## config.mk

```make
export PLATFORM = sky130hd
export DESIGN_NAME = premultiplied_source_over_blend_core
export DESIGN_NICKNAME = d
export VERILOG_FILES = /design/src/rtl/psob_pkg.sv /design/src/rtl/premultiplied_source_over_blend_core.sv /design/src/rtl/psob_scale.sv /design/src/rtl/psob_over.sv
export SDC_FILE = /design/constraint.sdc
export NUM_CORES = 2
export LEC_CHECK = 0
export BUFFER_PORTS_ARGS = -buffer_cell sky130_fd_sc_hd__buf_4
export CAP_MARGIN = 20
export CORE_ASPECT_RATIO = 0.8
export CORE_MARGIN = 5
export CORE_UTILIZATION = 49
export DETAILED_ROUTE_END_ITERATION = 12
export GPL_ROUTABILITY_DRIVEN = 0
export PLACE_DENSITY = 0.65
export SETUP_SLACK_MARGIN = 0.2
export SYNTH_ARGS = -nofsm -noshare
export SYNTH_HDL_FRONTEND = slang
export SYNTH_SLANG_ARGS = --single-unit
```

## constraint.sdc

```tcl
create_clock -name clk -period 9.9 [get_ports clk]
set_input_delay 0.99 -clock clk [delete_from_list [all_inputs] [get_ports clk]]
set_output_delay 0.99 -clock clk [all_outputs]
set_load 0.05 [all_outputs]
```

## src/rtl/psob_pkg.sv

```systemverilog
// shared types and constants for the premultiplied source-over blend core
`timescale 1ns / 1ps

package psob_pkg;

    localparam int unsigned NUM_CH = 4;
    localparam int unsigned CH_W   = 8;
    localparam int unsigned PIX_W  = NUM_CH * CH_W;
    localparam int unsigned OP_W   = 17;

    localparam logic [OP_W-1:0]  OPACITY_ONE = 17'h10000;
    localparam logic [CH_W-1:0]  CH_MAX      = 8'hff;
    localparam logic [23:0]      ROUND_Q16   = 24'd32768;
    localparam logic [15:0]      ROUND_255   = 16'd127;
    // floor(x / 255) == (x * 32897) >> 23 for every x below 66060
    localparam logic [15:0]      RECIP_255   = 16'd32897;
    localparam int unsigned      RECIP_SHIFT = 23;

    typedef enum logic [1:0] {
        SEL_DST,
        SEL_SRC,
        SEL_BLEND
    } blend_sel_t;

    typedef struct packed {
        logic        zero;
        logic        full;
        logic [15:0] frac;
    } opacity_ctl_t;

    typedef struct packed {
        logic [PIX_W-1:0] src;
        logic [PIX_W-1:0] dst;
        logic             bypass;
    } pix_pair_t;

endpackage

```

## src/rtl/premultiplied_source_over_blend_core.sv

```systemverilog
// top level of the premultiplied source-over blend core
`timescale 1ns / 1ps

//  channel   signals                                  width    role
//  cfg       cfg_wr_en, cfg_wr_data                   1, 17    layer opacity write
//  in        in_valid, in_ready, src_pixel, dst_pixel 32, 32   pixel pair transaction
//  out       out_valid, out_ready, out_pixel          32       composited pixel transaction
//
//  one transaction per clock sustained while the output is not stalled; a pixel taken
//  in passes through the scale stages and then the over stages to the output register
//  there are five pipeline stages: two for opacity scaling, three for over
//  reset clears all stage valid bits and loads full opacity
//  each stage holds while the one after it is full and stalled; bubbles collapse,
//  so input is still taken while a finished pixel waits at the output

module premultiplied_source_over_blend_core
    import psob_pkg::*;
(
    input  logic             clk,
    input  logic             rst_n,
    input  logic             cfg_wr_en,
    input  logic [OP_W-1:0]  cfg_wr_data,
    input  logic             in_valid,
    output logic             in_ready,
    input  logic [PIX_W-1:0] src_pixel,
    input  logic [PIX_W-1:0] dst_pixel,
    output logic             out_valid,
    input  logic             out_ready,
    output logic [PIX_W-1:0] out_pixel
);

    // layer opacity, Q1.16
    logic [OP_W-1:0] opacity_reg;
    opacity_ctl_t    op_ctl;

    // scale-to-over handoff
    logic            mid_valid;
    logic            mid_ready;
    pix_pair_t       mid_pair;

    always_ff @(posedge clk or negedge rst_n)
    begin
        if (!rst_n)
        begin
            opacity_reg <= OPACITY_ONE;
        end
        else if (cfg_wr_en)
        begin
            opacity_reg <= cfg_wr_data;
        end
    end

    // values above one saturate to full opacity
    always_comb
    begin
        op_ctl.zero = (opacity_reg == '0);
        op_ctl.full = (opacity_reg >= OPACITY_ONE);
        op_ctl.frac = opacity_reg[15:0];
    end

    psob_scale u_scale (
        .clk       (clk),
        .rst_n     (rst_n),
        .op_ctl    (op_ctl),
        .in_valid  (in_valid),
        .in_ready  (in_ready),
        .src       (src_pixel),
        .dst       (dst_pixel),
        .out_valid (mid_valid),
        .out_ready (mid_ready),
        .out_pair  (mid_pair)
    );

    psob_over u_over (
        .clk       (clk),
        .rst_n     (rst_n),
        .in_valid  (mid_valid),
        .in_ready  (mid_ready),
        .in_pair   (mid_pair),
        .out_valid (out_valid),
        .out_ready (out_ready),
        .out_pixel (out_pixel)
    );

`ifndef SYNTHESIS
    a_opacity_flags: assert property (@(posedge clk) disable iff (!rst_n)
        !(op_ctl.zero && op_ctl.full))
        else $error("opacity both zero and full");

    a_cfg_load: assert property (@(posedge clk) disable iff (!rst_n)
        cfg_wr_en |=> (opacity_reg == $past(cfg_wr_data)))
        else $error("opacity write not taken");

    a_handoff_hold: assert property (@(posedge clk) disable iff (!rst_n)
        (mid_valid && !mid_ready) |=> (mid_valid && $stable(mid_pair)))
        else $error("internal handoff dropped a stalled transaction");
`endif

endmodule

```

## src/rtl/psob_scale.sv

```systemverilog
// opacity scaling of the source pixel, two register stages
`timescale 1ns / 1ps

module psob_scale
    import psob_pkg::*;
(
    input  logic             clk,
    input  logic             rst_n,
    input  opacity_ctl_t     op_ctl,
    input  logic             in_valid,
    output logic             in_ready,
    input  logic [PIX_W-1:0] src,
    input  logic [PIX_W-1:0] dst,
    output logic             out_valid,
    input  logic             out_ready,
    output pix_pair_t        out_pair
);

    logic             s1_valid_reg;
    logic [23:0]      s1_prod_reg [NUM_CH];
    logic [23:0]      s1_prod_next [NUM_CH];
    logic [PIX_W-1:0] s1_src_reg;
    logic [PIX_W-1:0] s1_dst_reg;
    logic             s1_zero_reg;
    logic             s1_full_reg;

    logic             s2_valid_reg;
    pix_pair_t        s2_pair_reg;
    pix_pair_t        s2_pair_next;

    logic             en1;
    logic             en2;

    assign en2      = !s2_valid_reg || out_ready;
    assign en1      = !s1_valid_reg || en2;
    assign in_ready = en1;

    // stage 1: channel times opacity fraction
    always_comb
    begin
        for (int i = 0; i < NUM_CH; i++)
        begin
            s1_prod_next[i] = 24'(src[i*CH_W +: CH_W]) * 24'(op_ctl.frac);
        end
    end

    // stage 2: round half up, keep the integer part; full opacity passes the source unscaled
    always_comb
    begin
        s2_pair_next.dst    = s1_dst_reg;
        s2_pair_next.bypass = s1_zero_reg;
        s2_pair_next.src    = s1_src_reg;
        if (!s1_full_reg)
        begin
            for (int i = 0; i < NUM_CH; i++)
            begin
                s2_pair_next.src[i*CH_W +: CH_W] = 8'((s1_prod_reg[i] + ROUND_Q16) >> 16);
            end
        end
    end

    always_ff @(posedge clk or negedge rst_n)
    begin
        if (!rst_n)
        begin
            s1_valid_reg <= 1'b0;
            s2_valid_reg <= 1'b0;
        end
        else
        begin
            if (en1)
            begin
                s1_valid_reg <= in_valid;
            end
            if (en2)
            begin
                s2_valid_reg <= s1_valid_reg;
            end
        end
    end

    always_ff @(posedge clk)
    begin
        if (en1 && in_valid)
        begin
            s1_prod_reg <= s1_prod_next;
            s1_src_reg  <= src;
            s1_dst_reg  <= dst;
            s1_zero_reg <= op_ctl.zero;
            s1_full_reg <= op_ctl.full;
        end
        if (en2 && s1_valid_reg)
        begin
            s2_pair_reg <= s2_pair_next;
        end
    end

    assign out_valid = s2_valid_reg;
    assign out_pair  = s2_pair_reg;

`ifndef SYNTHESIS
    a_s1_advance: assert property (@(posedge clk) disable iff (!rst_n)
        (s1_valid_reg && en2) |=> s2_valid_reg)
        else $error("stage 1 transaction lost on advance");

    a_full_unscaled: assert property (@(posedge clk) disable iff (!rst_n)
        (s1_valid_reg && en2 && s1_full_reg) |=> (s2_pair_reg.src == $past(s1_src_reg)))
        else $error("full opacity altered the source");

    a_zero_bypass: assert property (@(posedge clk) disable iff (!rst_n)
        (s1_valid_reg && en2 && s1_zero_reg) |=> s2_pair_reg.bypass)
        else $error("zero opacity did not mark bypass");
`endif

endmodule

```

## src/rtl/psob_over.sv

```systemverilog
// source-over compositing with divide by 255, three register stages
`timescale 1ns / 1ps

module psob_over
    import psob_pkg::*;
(
    input  logic             clk,
    input  logic             rst_n,
    input  logic             in_valid,
    output logic             in_ready,
    input  pix_pair_t        in_pair,
    output logic             out_valid,
    input  logic             out_ready,
    output logic [PIX_W-1:0] out_pixel
);

    logic             s3_valid_reg;
    logic [15:0]      s3_x_reg [NUM_CH];
    logic [15:0]      s3_x_next [NUM_CH];
    logic [PIX_W-1:0] s3_src_reg;
    logic [PIX_W-1:0] s3_dst_reg;
    blend_sel_t       s3_sel_reg;
    blend_sel_t       s3_sel_next;

    logic             s4_valid_reg;
    logic [CH_W-1:0]  s4_q_reg [NUM_CH];
    logic [CH_W-1:0]  s4_q_next [NUM_CH];
    logic [31:0]      s4_prod [NUM_CH];
    logic [PIX_W-1:0] s4_src_reg;
    logic [PIX_W-1:0] s4_dst_reg;
    blend_sel_t       s4_sel_reg;

    logic             s5_valid_reg;
    logic [PIX_W-1:0] s5_pix_reg;
    logic [PIX_W-1:0] s5_pix_next;
    logic [CH_W:0]    s5_sum [NUM_CH];

    logic [CH_W-1:0]  alpha;
    logic [CH_W-1:0]  inv_alpha;

    logic             en3;
    logic             en4;
    logic             en5;

    assign en5      = !s5_valid_reg || out_ready;
    assign en4      = !s4_valid_reg || en5;
    assign en3      = !s3_valid_reg || en4;
    assign in_ready = en3;

    assign alpha     = in_pair.src[PIX_W-1 -: CH_W];
    assign inv_alpha = CH_MAX - alpha;

    // stage 3: pick the path, destination times (255 - alpha) plus half
    always_comb
    begin
        priority if (in_pair.bypass || alpha == '0)
        begin
            s3_sel_next = SEL_DST;
        end
        else if (alpha == CH_MAX)
        begin
            s3_sel_next = SEL_SRC;
        end
        else
        begin
            s3_sel_next = SEL_BLEND;
        end
        for (int i = 0; i < NUM_CH; i++)
        begin
            s3_x_next[i] = 16'(in_pair.dst[i*CH_W +: CH_W]) * 16'(inv_alpha) + ROUND_255;
        end
    end

    // stage 4: divide by 255 through the reciprocal
    always_comb
    begin
        for (int i = 0; i < NUM_CH; i++)
        begin
            s4_prod[i]   = 32'(s3_x_reg[i]) * 32'(RECIP_255);
            s4_q_next[i] = 8'(s4_prod[i] >> RECIP_SHIFT);
        end
    end

    // stage 5: add, clamp, select
    always_comb
    begin
        for (int i = 0; i < NUM_CH; i++)
        begin
            s5_sum[i] = {1'b0, s4_src_reg[i*CH_W +: CH_W]} + {1'b0, s4_q_reg[i]};
        end
        unique case (s4_sel_reg)
            SEL_DST:
            begin
                s5_pix_next = s4_dst_reg;
            end
            SEL_SRC:
            begin
                s5_pix_next = s4_src_reg;
            end
            SEL_BLEND:
            begin
                for (int i = 0; i < NUM_CH; i++)
                begin
                    s5_pix_next[i*CH_W +: CH_W] = s5_sum[i][CH_W] ? CH_MAX : s5_sum[i][CH_W-1:0];
                end
            end
            default:
            begin
                s5_pix_next = s4_dst_reg;
            end
        endcase
    end

    always_ff @(posedge clk or negedge rst_n)
    begin
        if (!rst_n)
        begin
            s3_valid_reg <= 1'b0;
            s4_valid_reg <= 1'b0;
            s5_valid_reg <= 1'b0;
        end
        else
        begin
            if (en3)
            begin
                s3_valid_reg <= in_valid;
            end
            if (en4)
            begin
                s4_valid_reg <= s3_valid_reg;
            end
            if (en5)
            begin
                s5_valid_reg <= s4_valid_reg;
            end
        end
    end

    always_ff @(posedge clk)
    begin
        if (en3 && in_valid)
        begin
            s3_x_reg   <= s3_x_next;
            s3_src_reg <= in_pair.src;
            s3_dst_reg <= in_pair.dst;
            s3_sel_reg <= s3_sel_next;
        end
        if (en4 && s3_valid_reg)
        begin
            s4_q_reg   <= s4_q_next;
            s4_src_reg <= s3_src_reg;
            s4_dst_reg <= s3_dst_reg;
            s4_sel_reg <= s3_sel_reg;
        end
        if (en5 && s4_valid_reg)
        begin
            s5_pix_reg <= s5_pix_next;
        end
    end

    assign out_valid = s5_valid_reg;
    assign out_pixel = s5_pix_reg;

`ifndef SYNTHESIS
    a_quot_range: assert property (@(posedge clk) disable iff (!rst_n)
        (s4_valid_reg && s4_sel_reg == SEL_BLEND) |->
        (s4_q_reg[0] < CH_MAX && s4_q_reg[1] < CH_MAX &&
         s4_q_reg[2] < CH_MAX && s4_q_reg[3] < CH_MAX))
        else $error("quotient out of range for partial alpha");

    a_src_opaque: assert property (@(posedge clk) disable iff (!rst_n)
        (s3_valid_reg && s3_sel_reg == SEL_SRC) |-> (s3_src_reg[PIX_W-1 -: CH_W] == CH_MAX))
        else $error("source path chosen without opaque alpha");

    a_s4_advance: assert property (@(posedge clk) disable iff (!rst_n)
        (s4_valid_reg && en5) |=> s5_valid_reg)
        else $error("stage 4 transaction lost on advance");
`endif

endmodule
```

==> impl_metrics.env <==
export IMPL_status="complete, no violations"
export IMPL_wire_per_inst_um=17.60
export IMPL_fmax_mhz=181.1
export IMPL_critPathSlowestCell="dfrtp_1"
export IMPL_cap_violations=0
export IMPL_overflow=0
export IMPL_critPathRequiredTime_ns=10.23
export IMPL_reg2reg_slack_ns=4.38
export IMPL_syn_num_nets=5254
export IMPL_drive_above_1_share_pct=6.916
export IMPL_cts_buffer_depth=3
export IMPL_vias=28130
export IMPL_wirelength_um=95110
export IMPL_utilization_pct=53.49
export IMPL_finalPower_mw=17.05
export IMPL_initial_core_util_pct=49.15
export IMPL_finalMaxSlewViolations=0
export IMPL_drc_errors=0
export IMPL_cpMostUsedCell="fa_1"
export IMPL_crit_path_cell_trace="buf_4 -> and2_1 -> fa_1 -> fa_1 -> fa_1 -> inv_1 -> fa_1 -> inv_1 -> ha_1 -> and4_4 -> o2bb2ai_2 -> a2111o_1 -> o21ai_2 -> o21ai_2 -> o21a_1 -> o31a_1"
export IMPL_vias_per_cell=5.204
export IMPL_synth_top_cell_by_area="edfxtp_1"
export IMPL_dp_cells=5311
export IMPL_place_area_sq_um=46790
export IMPL_final_common_cell="inv_1"
export IMPL_p_leak_nw=22.52
export IMPL_ys_types=72
export IMPL_dieWidth_um=347.2
export IMPL_power_density_nw_per_um2=351.5
export IMPL_core_region_area_sq_um=90670
export IMPL_clk_pin_slew_worst_paths_ns=0.06
export IMPL_grt_pass1_wl_um=155900
export IMPL_postCtsSetupRepairBufs=0
export IMPL_cp_top_family="adder cells"
export IMPL_cts_resized=0
export IMPL_antenna_cells=0
export IMPL_path_max_fanout=21
export IMPL_fin_crit_sh_pct=55.78
export IMPL_yosysSeqAreaShare_pct=30.01
export IMPL_hold_viol=0
export IMPL_die_height_um=279.7
export IMPL_rsz0062_at_grt="no"
export IMPL_globalRouteTotalUtil_pct=19.84
export IMPL_design_die_area_sq_um=97120
export IMPL_setup_worst_path_end_class="flip-flop"
export IMPL_std_cell_rows=99
export IMPL_hold_class="in2async"
export IMPL_antenna_left=0
export IMPL_fin_skew_ns=0.04332
export IMPL_synth_async_reset_ratio_pct=4.900
export IMPL_fin_area_sq_um=48500
export IMPL_antenna_found_initial=0
export IMPL_port_buffer_count=119
export IMPL_yosysWarnings=0
export IMPL_worst_pin_slew_ns=0.9741
export IMPL_io_pins=120
export IMPL_cts_sinks=449
export IMPL_largest_reg_flops=65
export IMPL_synthTopCellsByArea="edfxtp_1 (29%), fa_1 (23%), ha_1 (17%)"
export IMPL_pre_cts_ws_ns=4.241
export IMPL_syn_area_sq_um=44570
export IMPL_synth_edff_count=427
export IMPL_hpwl_um=70470
export IMPL_grt_max_degree=84
export IMPL_hold_slack_ns=0.3010
export IMPL_critPathLaunchType="flip-flop"
export IMPL_cts_hold_fix_buffers=0
export IMPL_syn_to_final_growth_pct=8.832
export IMPL_synth_top_cell_area_share_pct=28.77
export IMPL_fin_tns_setup_ns=0
export IMPL_dr_first_iter_drc_count=1388
export IMPL_grt_pass1_vias=29190
export IMPL_slowest_delay_ns=0.73
export IMPL_cts_tree="yes"
export IMPL_period_needed_ns=5.522
export IMPL_clkLatencyLatePin_ns=0.62
export IMPL_fin_cells=5405
export IMPL_layout_nets=5336
export IMPL_finalSetupViolCount=0
export IMPL_numCtsBuffers=50
export IMPL_cts_root_buf="clkbuf_16"
export IMPL_relSlewSlack_pct=35.06
export IMPL_setup_slack_ns=4.378
export IMPL_crit_type="reg2reg"
export IMPL_synth_seq_cells=449
export IMPL_syn_mean_instance_area_sq_um=10.95
export IMPL_synth_flop_cell="edfxtp_1"
export IMPL_arrival_ns=5.86
export IMPL_worst_path_buf_inv=3
export IMPL_first_pass_iters=5
export IMPL_synth_cells=4070
export IMPL_final_cell_mix="inv_1 (645), ha_1 (594), fa_1 (504)"
export IMPL_vdd_drop_max_mv=0.2508
export IMPL_htree_levels=2
-- cell families (layout without fill, tap and decap cells) --
kind of cell               Yosys count  in the layout  share of synthesized area (%)
AOI/OAI and AO/OA                  399            399                          5.966
xor gates and xnor gates           158            158                          3.105
adders and majority gates         1098           1098                          39.32
buffers and inverters              771            894                          6.497
DFF                                449            449                          30.01
muxes                               21             21                         0.5306
and+or+nand+nor                   1174           1174                          14.58
-- layer usage --
layer  global-route usage, %  routed length [um]  vias up
met5                       0                   0        -
met2                   31.25               42340      546
met4                   3.720                1564        0
met3                   2.787                4410       99
met1                   29.75               46790    14000
li1                        -                   -    13490
-- layout make-up --
type	instances	area, sq um
Inverter	646	2425
Timing Repair Buffer	155	1184
Fill cell	7984	42170
Clock buffer	56	1274
Sequential cell	449	13370
Multi-Input combinational cell	2850	28310
Tap cell	1212	1516
Clock inverter	37	415.4
-- final timing paths --
check	from	to	cells past startpoint
setup / recovery	opacity_reg[7]$_DFFE_PN0P_	u_scale.s1_prod_reg[45]$_DFFE_PP_	16
hold / removal	rst_n	opacity_reg[1]$_DFFE_PN0P_	1
setup reg to reg	opacity_reg[7]$_DFFE_PN0P_	u_scale.s1_prod_reg[45]$_DFFE_PP_	16
hold reg to reg	u_scale.out_pair[47]$_DFFE_PP_	u_over.s3_src_reg[14]$_DFFE_PP_	0
max in group asynchronous	rst_n	opacity_reg[16]$_DFFE_PN1P_	1
min in group clk	u_scale.out_pair[47]$_DFFE_PP_	u_over.s3_src_reg[14]$_DFFE_PP_	0
-- cell usage after synthesis, types with 3 or more instances --
master and instances:
inv_1 646, ha_1 594, fa_1 504, edfxtp_1 427
and2_1 426, nand2_1 199, nand2b_1 151, nor2b_1 139
clkbuf_1 122, xnor2_1 110, a21oi_1 96, nor2_1 95
o21ai_0 90, nand3_1 69, xor2_1 48, nor3_1 38
a21o_1 37, o21a_1 34, dfrtp_1 21, mux2_2 21
o21ai_1 20, nand4_1 17, and3_1 13, o211ai_1 13
o21bai_1 12, a211oi_1 11, nor4_1 8, or2_2 7
a21boi_1 6, a31oi_1 6, o2111ai_1 6, a2bb2oi_1 5
a41oi_1 5, nand4b_1 5, o22ai_1 5, a211oi_2 4
a21oi_2 4, a22oi_1 4, o2bb2ai_1 4, a2111oi_0 3
o21ai_2 3, o31a_1 3, or3_1 3
-- power by group --
| part | internal (mW) | switching, mW | total (mW) |
|---|---|---|---|
| logic | 5.17 | 6.38 | 11.6 |
| clock network | 1.10 | 0.803 | 1.90 |
| registers | 3.20 | 0.400 | 3.60 |
| total | 9.47 | 7.58 | 17.1 |
Note: power is estimated with default switching activity, not from simulation.
